File: config.mk
export PLATFORM = sky130hd
export DESIGN_NAME = ipv4_longest_prefix_match_core_flat
export DESIGN_NICKNAME = d
export VERILOG_FILES = /design/src/rtl/core/lpm_pkg.sv /design/src/rtl/core/lpm_if.sv /design/src/rtl/core/lpm_table.sv /design/src/rtl/core/lpm_match.sv /design/src/rtl/core/ipv4_longest_prefix_match_core.sv /design/src/flat_wrapper.sv
export VERILOG_INCLUDE_DIRS = /design/src /design/src/rtl/core
export SDC_FILE = /design/constraint.sdc
export NUM_CORES = 1
export LEC_CHECK = 0
export BUFFER_PORTS_ARGS = -buffer_cell sky130_fd_sc_hd__buf_2
export CORE_MARGIN = 3
export CORE_UTILIZATION = 40
export CTS_BUF_LIST = sky130_fd_sc_hd__clkbuf_4 sky130_fd_sc_hd__clkbuf_8
export DETAILED_ROUTE_END_ITERATION = 6
export PLACE_DENSITY = 0.62
export REMOVE_ABC_BUFFERS = 1
export SYNTH_ARGS = -nofsm -noshare
export SYNTH_HDL_FRONTEND = slang
export SYNTH_SLANG_ARGS = --single-unit
File: constraint.sdc
create_clock -name clk -period 12 [get_ports clk]
set_input_delay 1.2 -clock clk [delete_from_list [all_inputs] [get_ports clk]]
set_output_delay 1.2 -clock clk [all_outputs]
set_load 0.05 [all_outputs]
File: src/rtl/core/ipv4_longest_prefix_match_core_macros.svh
// Assertion macros for the route lookup core.
// Bodies are empty when SYNTHESIS is defined.
`ifndef IPV4_LONGEST_PREFIX_MATCH_CORE_MACROS_SVH
`define IPV4_LONGEST_PREFIX_MATCH_CORE_MACROS_SVH

`ifndef SYNTHESIS

// Same-cycle implication.
`define LPM_ASSERT_IMPL(lbl, clk, rst, ante, cons) \
  lbl: assert property (@(posedge clk) disable iff (rst) (ante) |-> (cons)) \
    else $error("lpm assertion failed");

// Next-cycle implication.
`define LPM_ASSERT_NEXT(lbl, clk, rst, ante, cons) \
  lbl: assert property (@(posedge clk) disable iff (rst) (ante) |=> (cons)) \
    else $error("lpm assertion failed");

`else

`define LPM_ASSERT_IMPL(lbl, clk, rst, ante, cons)
`define LPM_ASSERT_NEXT(lbl, clk, rst, ante, cons)

`endif

`endif

File: src/rtl/core/lpm_pkg.sv
package lpm_pkg;

  localparam int ENTRIES = 16;
  localparam int IDX_W   = (ENTRIES > 1) ? $clog2(ENTRIES) : 1;
  localparam int SLOT_W  = 4;
  localparam int ADDR_W  = 32;
  localparam int LEN_W   = 6;

  localparam logic OP_WRITE  = 1'b0;
  localparam logic OP_LOOKUP = 1'b1;

  typedef struct packed {
    logic              valid;
    logic [ADDR_W-1:0] network;
    logic [ADDR_W-1:0] mask;
  } lpm_entry_t;

  typedef struct packed {
    logic             start;
    logic             eval;
    logic [IDX_W-1:0] idx;
  } lpm_scan_t;

  typedef struct packed {
    logic              found;
    logic [SLOT_W-1:0] slot;
    logic [LEN_W-1:0]  len;
  } lpm_result_t;

  // Set-bit count of a 32-bit mask: per-byte counts, then a short sum.
  function automatic logic [LEN_W-1:0] count_ones(input logic [ADDR_W-1:0] v);
    logic [3:0] byte_cnt [4];
    logic [LEN_W-1:0] total;
    for (int b = 0; b < 4; b++) begin
      byte_cnt[b] = '0;
      for (int i = 0; i < 8; i++) begin
        byte_cnt[b] = byte_cnt[b] + 4'(v[8*b+i]);
      end
    end
    total = (LEN_W'(byte_cnt[0]) + LEN_W'(byte_cnt[1]))
          + (LEN_W'(byte_cnt[2]) + LEN_W'(byte_cnt[3]));
    return total;
  endfunction

endpackage

File: src/rtl/core/lpm_if.sv
interface lpm_req_if;
  import lpm_pkg::*;

  logic              valid;
  logic              ready;
  logic              op;
  logic [SLOT_W-1:0] entry_slot;
  logic [ADDR_W-1:0] route_network;
  logic [ADDR_W-1:0] route_mask;
  logic [ADDR_W-1:0] lookup_address;

  modport source (
    output valid, op, entry_slot, route_network, route_mask, lookup_address,
    input  ready
  );
  modport sink (
    input  valid, op, entry_slot, route_network, route_mask, lookup_address,
    output ready
  );
endinterface

interface lpm_rsp_if;
  import lpm_pkg::*;

  logic              valid;
  logic              ready;
  logic              found;
  logic [SLOT_W-1:0] match_slot;
  logic [LEN_W-1:0]  prefix_length;

  modport source (
    output valid, found, match_slot, prefix_length,
    input  ready
  );
  modport sink (
    input  valid, found, match_slot, prefix_length,
    output ready
  );
endinterface

File: src/rtl/core/lpm_table.sv
module lpm_table (
  input  logic                      clk,
  input  logic                      rst,
  input  logic                      wr_en,
  input  logic [lpm_pkg::IDX_W-1:0] wr_idx,
  input  logic [lpm_pkg::ADDR_W-1:0] wr_network,
  input  logic [lpm_pkg::ADDR_W-1:0] wr_mask,
  input  logic                      rd_en,
  input  logic [lpm_pkg::IDX_W-1:0] rd_idx,
  output lpm_pkg::lpm_entry_t       rd_entry
);
  import lpm_pkg::*;

  logic [ADDR_W-1:0]  net_mem  [ENTRIES];
  logic [ADDR_W-1:0]  mask_mem [ENTRIES];
  logic [ENTRIES-1:0] valid_bits;

  always_ff @(posedge clk) begin
    if (wr_en) begin
      net_mem[wr_idx]  <= wr_network;
      mask_mem[wr_idx] <= wr_mask;
    end
  end

  always_ff @(posedge clk) begin
    if (rst) begin
      valid_bits <= '0;
    end else if (wr_en) begin
      valid_bits[wr_idx] <= 1'b1;
    end
  end

  // registered read port
  always_ff @(posedge clk) begin
    if (rd_en) begin
      rd_entry.valid   <= valid_bits[rd_idx];
      rd_entry.network <= net_mem[rd_idx];
      rd_entry.mask    <= mask_mem[rd_idx];
    end
  end

endmodule

File: src/rtl/core/lpm_match.sv
module lpm_match (
  input  logic                       clk,
  input  logic                       rst,
  input  lpm_pkg::lpm_scan_t         ctl,
  input  lpm_pkg::lpm_entry_t        entry,
  input  logic [lpm_pkg::ADDR_W-1:0] addr,
  output lpm_pkg::lpm_result_t       result
);
  import lpm_pkg::*;

  logic             hit;
  logic [IDX_W-1:0] best_idx;
  logic [LEN_W-1:0] best_len;
  logic [LEN_W-1:0] cand_len;
  logic             cand_hit;
  logic             take;

  assign cand_len = count_ones(entry.mask);
  assign cand_hit = entry.valid && ((addr & entry.mask) == entry.network);
  // strict compare keeps the lowest index on a tie
  assign take     = ctl.eval && cand_hit && (!hit || (cand_len > best_len));

  always_ff @(posedge clk) begin
    if (rst) begin
      hit <= 1'b0;
    end else if (ctl.start) begin
      hit <= 1'b0;
    end else if (take) begin
      hit <= 1'b1;
    end
  end

  always_ff @(posedge clk) begin
    if (ctl.start) begin
      best_idx <= '0;
      best_len <= '0;
    end else if (take) begin
      best_idx <= ctl.idx;
      best_len <= cand_len;
    end
  end

  assign result.found = hit;
  assign result.slot  = SLOT_W'(best_idx);
  assign result.len   = best_len;

endmodule

File: src/rtl/core/ipv4_longest_prefix_match_core.sv
// Write beat: written to the table on acceptance, no response beat.
// Lookup beat: the table is scanned in ST_SCAN, then ST_DRAIN and ST_FINISH follow;
// the response register loads in ST_FINISH once the output is free, and no new
// request is taken until then. The single table read port visits one entry a cycle.
// rst (synchronous) clears all entry valid bits and the response valid flag.
`include "ipv4_longest_prefix_match_core_macros.svh"

module ipv4_longest_prefix_match_core (
  input logic clk,
  input logic rst,
  lpm_req_if.sink   req,
  lpm_rsp_if.source rsp
);
  import lpm_pkg::*;

  typedef enum logic [3:0] {
    ST_IDLE   = 4'b0001,
    ST_SCAN   = 4'b0010,
    ST_DRAIN  = 4'b0100,
    ST_FINISH = 4'b1000
  } state_t;

  state_t            state;
  state_t            state_next;
  logic [IDX_W-1:0]  cnt;
  logic [ADDR_W-1:0] addr;
  logic              eval_q;
  logic [IDX_W-1:0]  eval_idx_q;
  logic              accept;
  logic              wr_ok;
  logic              out_free;
  lpm_scan_t         scan_ctl;
  lpm_entry_t        rd_entry;
  lpm_result_t       result;
  lpm_result_t       rsp_q;
  logic              rsp_valid;

  assign accept   = req.valid && req.ready;
  assign req.ready = (state == ST_IDLE);
  assign out_free = !rsp_valid || rsp.ready;
  // slots past the table are dropped
  assign wr_ok    = accept && (req.op == OP_WRITE)
                 && (9'(req.entry_slot) < 9'(ENTRIES));

  always_comb begin
    state_next = state;
    unique case (state)
      ST_IDLE: begin
        if (accept && (req.op == OP_LOOKUP)) state_next = ST_SCAN;
      end
      ST_SCAN: begin
        if (cnt == IDX_W'(ENTRIES - 1)) state_next = ST_DRAIN;
      end
      ST_DRAIN: begin
        state_next = ST_FINISH;
      end
      ST_FINISH: begin
        if (out_free) state_next = ST_IDLE;
      end
      default: state_next = ST_IDLE;
    endcase
  end

  always_ff @(posedge clk) begin
    if (rst) begin
      state  <= ST_IDLE;
      eval_q <= 1'b0;
    end else begin
      state  <= state_next;
      eval_q <= (state == ST_SCAN);
    end
  end

  always_ff @(posedge clk) begin
    if (accept && (req.op == OP_LOOKUP)) begin
      cnt  <= '0;
      addr <= req.lookup_address;
    end else if (state == ST_SCAN) begin
      cnt <= cnt + 1'b1;
    end
    eval_idx_q <= cnt;
  end

  lpm_table u_table (
    .clk        (clk),
    .rst        (rst),
    .wr_en      (wr_ok),
    .wr_idx     (IDX_W'(req.entry_slot)),
    .wr_network (req.route_network),
    .wr_mask    (req.route_mask),
    .rd_en      (state == ST_SCAN),
    .rd_idx     (cnt),
    .rd_entry   (rd_entry)
  );

  // compare runs in the cycle after the table read
  assign scan_ctl.start = accept && (req.op == OP_LOOKUP);
  assign scan_ctl.eval  = eval_q;
  assign scan_ctl.idx   = eval_idx_q;

  lpm_match u_match (
    .clk    (clk),
    .rst    (rst),
    .ctl    (scan_ctl),
    .entry  (rd_entry),
    .addr   (addr),
    .result (result)
  );

  always_ff @(posedge clk) begin
    if (rst) begin
      rsp_valid <= 1'b0;
    end else if ((state == ST_FINISH) && out_free) begin
      rsp_valid <= 1'b1;
    end else if (rsp.ready) begin
      rsp_valid <= 1'b0;
    end
  end

  always_ff @(posedge clk) begin
    if ((state == ST_FINISH) && out_free) begin
      rsp_q <= result;
    end
  end

  assign rsp.valid         = rsp_valid;
  assign rsp.found         = rsp_q.found;
  assign rsp.match_slot    = rsp_q.slot;
  assign rsp.prefix_length = rsp_q.len;

  `LPM_ASSERT_NEXT(a_lookup_starts_scan, clk, rst, accept && (req.op == OP_LOOKUP),
                   (state == ST_SCAN) && (cnt == '0))
  `LPM_ASSERT_IMPL(a_busy_not_ready, clk, rst, state != ST_IDLE, !req.ready)
  `LPM_ASSERT_NEXT(a_finish_loads_rsp, clk, rst, (state == ST_FINISH) && out_free,
                   rsp.valid && (state == ST_IDLE))
  `LPM_ASSERT_IMPL(a_rsp_consistent, clk, rst, rsp.valid,
                   (rsp.prefix_length <= 6'd32) &&
                   (rsp.found || ((rsp.match_slot == 4'd0) && (rsp.prefix_length == 6'd0))))

endmodule

File: src/flat_wrapper.sv
// flat-port wrapper written by rule: the top's interface ports become plain ports
module ipv4_longest_prefix_match_core_flat import lpm_pkg::*;
  (clk, rst, req_valid, req_op, req_entry_slot, req_route_network, req_route_mask, req_lookup_address, req_ready, rsp_valid, rsp_found, rsp_match_slot, rsp_prefix_length, rsp_ready);
  lpm_req_if req_i ();
  lpm_rsp_if rsp_i ();
  input logic clk;
  input logic rst;
  input wire logic [$bits(req_i.valid)-1:0] req_valid;
  input wire logic [$bits(req_i.op)-1:0] req_op;
  input wire logic [$bits(req_i.entry_slot)-1:0] req_entry_slot;
  input wire logic [$bits(req_i.route_network)-1:0] req_route_network;
  input wire logic [$bits(req_i.route_mask)-1:0] req_route_mask;
  input wire logic [$bits(req_i.lookup_address)-1:0] req_lookup_address;
  output wire logic [$bits(req_i.ready)-1:0] req_ready;
  output wire logic [$bits(rsp_i.valid)-1:0] rsp_valid;
  output wire logic [$bits(rsp_i.found)-1:0] rsp_found;
  output wire logic [$bits(rsp_i.match_slot)-1:0] rsp_match_slot;
  output wire logic [$bits(rsp_i.prefix_length)-1:0] rsp_prefix_length;
  input wire logic [$bits(rsp_i.ready)-1:0] rsp_ready;
  assign req_i.valid = req_valid;
  assign req_i.op = req_op;
  assign req_i.entry_slot = req_entry_slot;
  assign req_i.route_network = req_route_network;
  assign req_i.route_mask = req_route_mask;
  assign req_i.lookup_address = req_lookup_address;
  assign req_ready = req_i.ready;
  assign rsp_valid = rsp_i.valid;
  assign rsp_found = rsp_i.found;
  assign rsp_match_slot = rsp_i.match_slot;
  assign rsp_prefix_length = rsp_i.prefix_length;
  assign rsp_i.ready = rsp_ready;
  ipv4_longest_prefix_match_core u_core (.clk(clk), .rst(rst), .req(req_i), .rsp(rsp_i));
endmodule
; ---- Word-level counts from Yosys, hierarchy flattened
; Memories as Yosys holds them, arrays and structs flattened. A register that Yosys moved wholly into a read port is not among the register bits.
; Cells that the tools add are included.
[op_classes]
add_sub_neg = 32
n_reduce_logical = 15
n_bitwise = 3
n_lt_le_gt_ge = 4
n_eq_ne = 9
mux = 12
[ops]
columns = cell, n
row1 = $add A4 B1 Y4, 16
row2 = $and A32 B32 Y32, 1
row3 = $eq A32 B32 Y1, 1
row4 = $add A3 B1 Y4, 4
row5 = $or A16 B16 Y16, 1
row6 = $pmux W4 S4, 1
row7 = $add A2 B1 Y3, 4
row8 = $mux W4, 3
row9 = $add A4 B4 Y5, 2
row10 = $lt A4 B5 Y1 const B, 2
row11 = $add A1 B1 Y2, 4
row12 = $eq A4 B4 Y1 const B, 2
row13 = $logic_and A1 B1 Y1, 8
row14 = $add A5 B5 Y6, 1
row15 = $gt A6 B6 Y1, 1
row16 = $mux W1, 6
row17 = $add A4 B1 Y4 const B, 1
row18 = $bmux W1 S4, 1
row19 = $demux W1 S4, 1
row20 = $eq A4 B1 Y1 const B, 1
row21 = $eq A4 B2 Y1 const B, 1
row22 = $eq A4 B3 Y1 const B, 1
row23 = $ge A4 B1 Y1 const B, 1
row24 = $ne A2 B1 Y1 const B, 2
row25 = other kinds (7), 9
[word_totals]
out_inout_bits = 13
memories = 2
register_bits = 85
ramBits = 1024
wordCells = 91
[memory_table]
columns = name, words, word_bits, rd, rd_clocked_by_memory_dff, wr, line
row1 = u_core.u_table.mask_mem, 16, 32, 1, 1, 1, lpm_table.sv:15  ; logic [ADDR_W-1:0] mask_mem [ENTRIES];
row2 = u_core.u_table.net_mem, 16, 32, 1, 1, 1, lpm_table.sv:14  ; logic [ADDR_W-1:0] net_mem [ENTRIES];

; ---- Depth between registers and ports, before layout
; Gate-level depths: netlist of the first run.
[depth]
depth_word = 12
depth_mapped = 24
ltp_nobuf = 23

; ---- Cells and area by module
; From an unflattened synthesis of the first run, not the netlist that was laid out.
[unflattened]
hier_cells = 2081
hier_area_um2 = 45034.4
[by_module_without_submodules]
columns = module, area_per_inst_um2, cells_per_inst, seq_area_each_um2, instances
row1 = lpm_table, 40945.5, 1716, 33021.7, 1
row2 = lpm_match, 2237.1, 262, 220.2, 1
row3 = ipv4_longest_prefix_match_core, 1851.8, 103, 1571.5, 1

; ---- Worst setup path after synthesis of the first run
; Ideal clock, no wire load.
[synth_timing]
kind = input -> register
startpoint = in req_op
endpoint = mem u_core.u_table.mask_mem[0][0], enable pin
path_slack_ns = 5.252
stages = 3
setup_time_ns = 0.567
arrival_ns = 6.181
cell_sequence = nand3b_1 -> or3_1 -> nor3_1
[synth_between]
elab_chain_cells = 4
[synth_lines]
columns = element, line
row1 = start: declaration, flat_wrapper.sv:9  ; input wire logic [$bits(req_i.op)-1:0] req_op;
row2 = $not A1 Y1, ipv4_longest_prefix_match_core.sv:42  ; assign wr_ok = accept && (req.op == OP_WRITE)
row3 = $logic_and A1 B1 Y1, ipv4_longest_prefix_match_core.sv:42
row4 = $mux W1, lpm_table.sv:19  ; if (wr_en) begin
row5 = $mux W1 (not written as such), lpm_table.sv:21  ; mask_mem[wr_idx] <= wr_mask;
row6 = end: declaration, lpm_table.sv:15
; Every way passes these cells.

; ---- Worst setup path in the final report of the first run
[layout_timing]
startpoint = reg u_core.u_table.rd_entry[17] (netlist name)
endpoint = reg u_core.u_match.best_len[4]
[layout_between]
elab_chain_cells = 12
elab_cells_between_ends = 16
[layout_lines]
columns = element, line
row1 = $add A1 B1 Y2 (*), lpm_pkg.sv:37  ; byte_cnt[b] = byte_cnt[b] + 4'(v[8*b+i]);
row2 = $add A2 B1 Y3 (*), lpm_pkg.sv:37
row3 = $add A3 B1 Y4 (*), lpm_pkg.sv:37
row4 = $add A4 B1 Y4 (*) (4 in series), lpm_pkg.sv:37
row5 = $add A4 B4 Y5 (*), lpm_pkg.sv:41  ; + (LEN_W'(byte_cnt[2]) + LEN_W'(byte_cnt[3]));
row6 = $add A5 B5 Y6 (*), lpm_pkg.sv:41
row7 = named net u_core.u_match.cand_len[4], lpm_match.sv:14  ; logic [LEN_W-1:0] cand_len;
row8 = $gt A6 B6 Y1, lpm_match.sv:21  ; assign take = ctl.eval && cand_hit && (!hit || (cand_len > best_len));
row9 = $logic_or A1 B1 Y1, lpm_match.sv:21
row10 = $logic_and A1 B1 Y1, lpm_match.sv:21
row11 = end signal: assignment, lpm_match.sv:39  ; best_len <= cand_len;
row12 = end: declaration, lpm_match.sv:13  ; logic [LEN_W-1:0] best_len;
; Mark *: on every way through the listed nets, which the timed path passes. The rest lies on a longest branch.
; A chain may end at the register's enable or synchronous reset.

==> results of run 1 <==
## logic make-up (layout without fill, tap and decap cells)
logic type	Yosys count	after routing
adders and majority gates	38	38
muxes	327	327
other	0	4
buffers and inverters	131	536
DFF	1173	1173
AOI/OAI and AO/OA	94	94
and+or+nand+nor	138	138
xor gates and xnor gates	11	11
## placed cells by master, fill, tap and decap left out, drive strengths merged, types with 12 or more instances in the layout
master,instances
edfxtp,1132
mux4,325
clkbuf,268
buf,157
inv,57
clkinv,49
nor2,45
a21oi,44
dfxtp,41
fa,24
and3,17
nand2,14
ha,14
nand4,12
## cell type report
class	count	area, um^2	share of cell area [%]
Timing Repair Buffer	157	923	1.81
Clock buffer	268	3200	6.28
Sequential cell	1173	34800	68.3
Multi-Input combinational cell	608	9540	18.7
Clock inverter	64	453	0.888
Tap cell	1488	1860	3.65
Antenna cell	4	10.0	0.0196
Inverter	47	179	0.351
## critical path, stage by stage, from the launching register on
cell and delay (ns):
edfxtp_1 0.43, fa_1 0.55, inv_1 0.05, fa_1 0.47, inv_1 0.05, fa_1 0.47, inv_1 0.06, fa_1 0.53
fa_1 0.44, fa_1 0.49, inv_1 0.04, ha_1 0.20, fa_1 0.45, a21o_1 0.19, a21oi_1 0.18, xnor2_1 0.12
ha_1 0.30, nand4_1 0.11, a21oi_1 0.14, nor3_1 0.07, o21ai_0 0.99, nand4_1 0.23, a21oi_1 0.23
## worst min-delay path by stage
stage | start | end | slack, ns
finish | u_core.eval_idx_q[2] | u_core.u_match.best_idx[2] | 0.47
global route | req_lookup_address[2] | u_core.addr[2] | 0.49
CTS | req_lookup_address[2] | u_core.addr[2] | 0.47
detailed placement | u_core.eval_idx_q[2] | u_core.u_match.best_idx[2] | 0.45
global placement | u_core.u_table.valid_bits[2] | u_core.u_table.valid_bits[2] | 0.44
floorplan | u_core.u_match.best_idx[0] | u_core.rsp.match_slot[0] | 0.41
## flip-flops by register name, summed over array words and instances, names as in the netlist, 4 cells and up
| signal | count |
|---|---|
| u_core.rsp.match_slot | 4 |
| u_core.state | 4 |
| u_core.eval_idx_q | 4 |
| u_core.u_match.best_len | 6 |
| u_core.u_table.rd_entry | 65 |
| u_core.rsp.prefix_length | 6 |
| u_core.u_table.mask_mem | 512 |
| u_core.cnt | 4 |
| u_core.u_match.best_idx | 4 |
| u_core.u_table.net_mem | 512 |
| u_core.addr | 32 |
| u_core.u_table.valid_bits | 16 |
## synthesized netlist by cell type (4+ instances only)
| master | instances | share of area, % |
|---|---|---|
| a21boi_0 | 6 | 0.10 |
| a31oi_1 | 4 | 0.056 |
| a21o_1 | 8 | 0.13 |
| a21oi_1 | 44 | 0.49 |
| inv_1 | 46 | 0.39 |
| clkbuf_1 | 45 | 0.38 |
| nand4_1 | 12 | 0.17 |
| o31ai_1 | 9 | 0.15 |
| buf_2 | 35 | 0.39 |
| nand2_1 | 14 | 0.12 |
| o22a_1 | 4 | 0.078 |
| edfxtp_1 | 1132 | 76 |
| o22ai_1 | 4 | 0.056 |
| ha_1 | 14 | 0.39 |
| fa_1 | 24 | 1.1 |
| a211oi_1 | 8 | 0.13 |
| and3b_1 | 6 | 0.12 |
| nand2b_1 | 8 | 0.11 |
| nor2_1 | 45 | 0.38 |
| mux4_2 | 325 | 16 |
| nand3_1 | 8 | 0.089 |
| and3_1 | 17 | 0.24 |
| nor2b_1 | 4 | 0.056 |
| dfxtp_1 | 41 | 1.8 |
| xnor2_1 | 8 | 0.16 |
| nor3_1 | 8 | 0.089 |
## layer usage
| metal | GRT usage [%] | wire length [um] | vias to the layer above |
|---|---|---|---|
| met4 | 4.58 | 1850 | 14 |
| met5 | 0 | 86 | - |
| li1 | - | - | 8648 |
| met3 | 4.23 | 7380 | 171 |
| met1 | 25.5 | 44400 | 11200 |
| met2 | 29.3 | 51500 | 774 |
## metrics by stage
step           cells  cell area, um^2  setup slack (ns)  util (%)  TNS, ns
3_5_place_dp    3473            47300              5.20      42.7        0
2_1_floorplan   1828            44400           -0.0778         -    -5.05
6_report        3809            51000              5.14      46.0        0
5_1_grt         3807            51000              4.78      46.0        0
3_3_place_gp    3473            47300              5.31      42.7        0
4_1_cts         3805            51000              5.19      46.0        0
## report_power, final
| group | internal (mW) | switching [mW] | total (mW) |
|---|---|---|---|
| Sequential | 4.59 | 0.0855 | 4.67 |
| Combinational | 0.902 | 0.839 | 1.74 |
| Clock | 1.79 | 1.53 | 3.32 |
| Total | 7.28 | 2.46 | 9.73 |
==> metrics, run 1 <==
status=finished, final reports clean; post-synthesis compound-gate area fraction=between 1 and 1.5%; Core Box Area=0.111 mm^2; Worst Setup SP=u_core.u_table.rd_entry[17]; Reg2Reg Launch Point=u_core.u_table.rd_entry[17]; wire length per cell=27.6 um; fmax=0.146 GHz; DP HPWL=56.6 mm; Slew Viols, Final=0; Post-CTS Setup Inserts=0; share of the yosys chip area belonging to registers=77.7%; Starting DRT DRC Count=2,375; Yosys reg bits=1,173; post-synthesis mux area share=around 16%; largest family of logic cells by synthesized area=multiplexers; max-cap violation count=0; Hold Vio Cnt, Final=0; CP Capture Type=flop; post-synthesis adder-cell area fraction=1.46%; Post-Syn Instances=approximately 1,900; setup slack, reg-to-reg=5.14 ns; CP arrival=around 7.6 ns; Worst slew margin=14.2%; CTS tree=done; CTS resizes=0; xor/xnor cell area share of the yosys netlist=0.215%; post-synthesis simple-gate area fraction=1.67%; Critical Path Fanout Max=11; proportion of layout cells with a drive suffix above 1=between 30% and 40%; R2R Path End=u_core.u_match.best_len[4]; via count=20,800; CTS Hold Bufs=0; unrepaired setup endpoints after global routing=no; clk_skew=between 0.03 and 0.04 ns; Critical Path End=u_core.u_match.best_len[4]; Post-Syn Area=0.0448 mm^2; Hold Path Depth=2; worst path required time=approximately 13 ns; final worst-path cycle share=57.1%; WL final=105 mm; first-pass GRT wire length=153 mm; DR pass1 iterations=5; Post-synth EDFFs=1,132; Synth Area per Inst=23.4 um^2; Overall Power=roughly 9.7 mW; YS warnings=0; Area Growth Syn to Fin=13.9%; Final setup viols=0; DR vias/cell=~5.5; Root Driver=clkbuf_8; hold slack=~0.47 ns; clock buffer depth=3; Peak supply drop=0.000187 V; CP Class=reg -> reg; Total GRT Usage=about 18%; initial antenna violation count=17; gr ovfl total=0; worst reg-to-reg path cell count=22; Tmin final=6.86 ns; crit path launch type=flop; vias in the first global route=21,900; die span in x=341 um; Die H=341 um; Post-synth ARST share=0%; largest net degree at the start of global routing=158; DRC Markers=0; die area=around 0.12 mm^2; Detail Route Antenna Nets=0; post-synthesis cell type count=between 40 and 50; clock slew at reported path FFs=0.06 ns; I/O pins=118; FILL cells=9,160; P per Cell Area=191 mW/mm^2; routability cong.=just under 0.8; Worst Max-Slew Pin Slew=~1.3 ns; LEAKAGE=15.9 nW; # H-tree levels=4; fin nets=between 2,000 and 2,500; FP Rows=122; input/output buffers=approximately 120; Initial Util=between 40% and 50%; Hold Crit Class=reg -> reg; worst-skew pair later-pin latency=0.83 ns; top_reg_cell synth=edfxtp_1; Clock Sink Count=1,173; total CTS buffers=185
(Power assumes the default switching activity.)
==> run 2: changes to the inputs <==
ABC_AREA = 1   (was not set)
PLACE_DENSITY = 0.64   (was 0.62)
clock period = 5.8 ns   (was 12 ns; I/O delays follow)
==> run 2 against run 1 <==
  * The run now ends with setup timing left
  * Hold slack worse by 0.37 ns
  * Maximum frequency up 16%
  * Cell area grew 3.1%
  * Wire length grew 19%
  * Clock-buffer cell count decreased by 17
  * Largest cell class unchanged
==> metrics, run 2 <==
GR Util met3=5.05%; cell taking the most area after synthesis=edfxtp_1; Most common cell on crit path=fa_1; top cell type's share of synthesized area=73.5%; DRC Markers=0; Yosys reg bits=1,173; WL final=125 mm; most common cell in the netlist=edfxtp_1; DR vias/cell=5.48; final worst setup slack=-0.117 ns; clk_skew=0.0399 ns; vias in the first global route=27,600; CP Capture Type=flop; max-cap violation count=0; Slew Viols, Final=0; P per Cell Area=336 mW/mm^2; input/output buffers=117; dpl cell area=0.0485 mm^2; clock buffer depth=3; Worst Max-Slew Pin Slew=1.25 ns; largest net degree at the start of global routing=199; placed insts=4,976; worst path required time=~6.6 ns; clock slew at reported path FFs=~0.070 ns; share of the yosys chip area belonging to registers=75.2%; failing checks=setup timing; grt met1 use=28.0%; Slowest-stage cell, CP=fa_1; Tmin final=5.92 ns; GR Util met2=31.5%; Critical Path Fanout Max=5; wire length per cell=23.4 um; YS warnings=0; I/O pins=118; biggest regs=u_core.u_table.mask_mem x512, u_core.u_table.net_mem x512, u_core.u_table.rd_entry x65; Die H=346 um; die area=0.120 mm^2; Initial Util=40.4%; Post-Syn Instances=~3,500; Root Driver=clkbuf_8; status=finished, violations left; Synth Area per Inst=approximately 13 um^2; CP arrival=6.71 ns; DR pass1 iterations=6; fin area=approximately 0.053 mm^2; fin nets=3,829; gr busiest metal=met2; worst-skew pair later-pin latency=0.84 ns; Hold Crit Class=in -> reg; most frequent cells in the layout=edfxtp_1 (1,132), nor2_1 (599), o21ai_0 (523); Hold Vio Cnt, Final=0; die span in x=346 um; Peak supply drop=slightly above 0.0002 V; commonest cells in the synthesized netlist=edfxtp_1 (1,132), nor2_1 (614), o21ai_0 (525); post-synthesis cell type count=34; fmax=approximately 0.17 GHz; CP Class=reg -> reg; Post-synth ARST share=0%; Detail Route Antenna Nets=0; synth top area cells=edfxtp_1 (73%), o21ai_0 (5.7%), nor2_1 (5.0%); Final setup viols=10; most common cell after layout, fill and taps aside=edfxtp_1; Core Box Area=between 0.1 and 0.15 mm^2; CTS tree=done; LEAKAGE=17.8 nW; Clock Sink Count=1,173; Post-Syn Area=0.0463 mm^2; final worst-path cycle share=102%; top_reg_cell synth=edfxtp_1; Overall Power=17.7 mW; via count=29,400; unrepaired setup endpoints after global routing=yes; final std cells w/o fill=5,355; Area Growth Syn to Fin=13.7%; Starting DRT DRC Count=3,319; Total GRT Usage=20.5%; FP Rows=~120; crit path launch type=flop; Post-synth EDFFs=1,132; gr ovfl total=0; Worst slew margin=16.6%; first-pass GRT wire length=approximately 180 mm; # H-tree levels=4; total CTS buffers=roughly 180; proportion of layout cells with a drive suffix above 1=about 14%; initial antenna violation count=26; CP peak stage delay=between 0.5 and 0.6 ns; routability cong.=0.915; DP HPWL=65.1 mm
-- run 2: cell types whose count changed in the layout (fill, tap and decap cells not counted), moves of 16 or more --
cell           delta
a21oi_1          -30
and3_1           -16
dlygate4sd3_1    +32
inv_1            +70
mux4_2          -325
nand2_1         +293
nand3_1         +144
nor2_1          +566
o211ai_1         +19
o21ai_0         +520
o221ai_1        +110
o22ai_1         +145
-- run 2: cells by family (layout without fill, tap and decap cells) --
kind of cell	Yosys count	after routing	share of synthesized area [%]
flip-flops	1173	1173	75.2
AND/OR/NAND/NOR	1117	1118	9.77
AO/OA/AOI/OAI	821	821	10.3
buffers and inverters	345	679	3.21
adder cells (fa/ha/maj)	38	38	1.42
XOR/XNOR	4	4	0.0757
other	0	10	0
-- run 2: path summary, 6_finish.rpt --
kind,startpoint,endpoint,slack [ns],cells after the start
max,u_core.u_table.rd_entry[21],u_core.u_match.best_idx[1],-0.12,27
min,req_route_network[28],u_core.u_table.net_mem[5][28],0.1,1
max reg2reg,u_core.u_table.rd_entry[21],u_core.u_match.best_idx[1],-0.12,27
min reg2reg,u_core.u_match.best_idx[0],u_core.rsp.match_slot[0],0.43,0
-- run 2: layout make-up --
cell class / count / area (um^2)
diodes: 10 / 25.0
clock buffers: 251 / 3050
clock inverters: 80 / 509
fillers: 10200 / 61900
inverters: 133 / 532
multi-input cells: 1981 / 10200
flip-flops and latches: 1173 / 34800
well taps: 1512 / 1890
repair buffers: 215 / 1560
-- run 2: repair_timing --
| action | CTS | global route |
|---|---|---|
| resized for setup | 14 | 15 |
| hold buffers | 32 | 0 |
| setup buffers | 5 | 0 |
| endpoints found under the hold margin | 32 | 0 |
| gates cloned | 1 | 0 |
| setup endpoints to repair | 10 | 10 |
| pin swaps | 6 | 17 |
-- run 2: routing by layer --
layer | vias up | wire, um
li1 | 13300 | -
met1 | 14500 | 52900
met2 | 1297 | 57500
met3 | 259 | 11000
met4 | 8 | 3920
met5 | - | 53
-- run 2: worst max-delay path, delay by kind of cell, from the launching register on --
| family | cells | cell delay [ns] |
|---|---|---|
| XOR/XNOR | 1 | 0.19 |
| AO/OA/AOI/OAI | 3 | 0.30 |
| flip-flops | 1 | 0.42 |
| adder cells (fa/ha/maj) | 9 | 3.84 |
| buffers and inverters | 6 | 0.32 |
| AND/OR/NAND/NOR | 8 | 0.83 |
-- run 2: power breakdown --
part           internal (mW)  switching [mW]  total (mW)
registers               9.38          0.0497        9.43
clock network           3.60            3.21        6.81
logic                  0.458           0.983        1.44
total                   13.4            4.24        17.7
-- run 2: metrics by stage --
stage | setup TNS, ns | hold slack [ns] | setup WS, ns | utilization, %
after detailed placement | -4.14 | 0.418 | -0.423 | 42.4
final | -0.858 | 0.0996 | -0.117 | 45.9
after floorplan | -817.03 | 0.373 | -9.85 | -
after CTS | -1.01 | 0.0150 | -0.118 | 45.9
after global placement | -3.52 | 0.416 | -0.362 | 42.4
after global routing | -3.34 | 0.0608 | -0.359 | 45.9
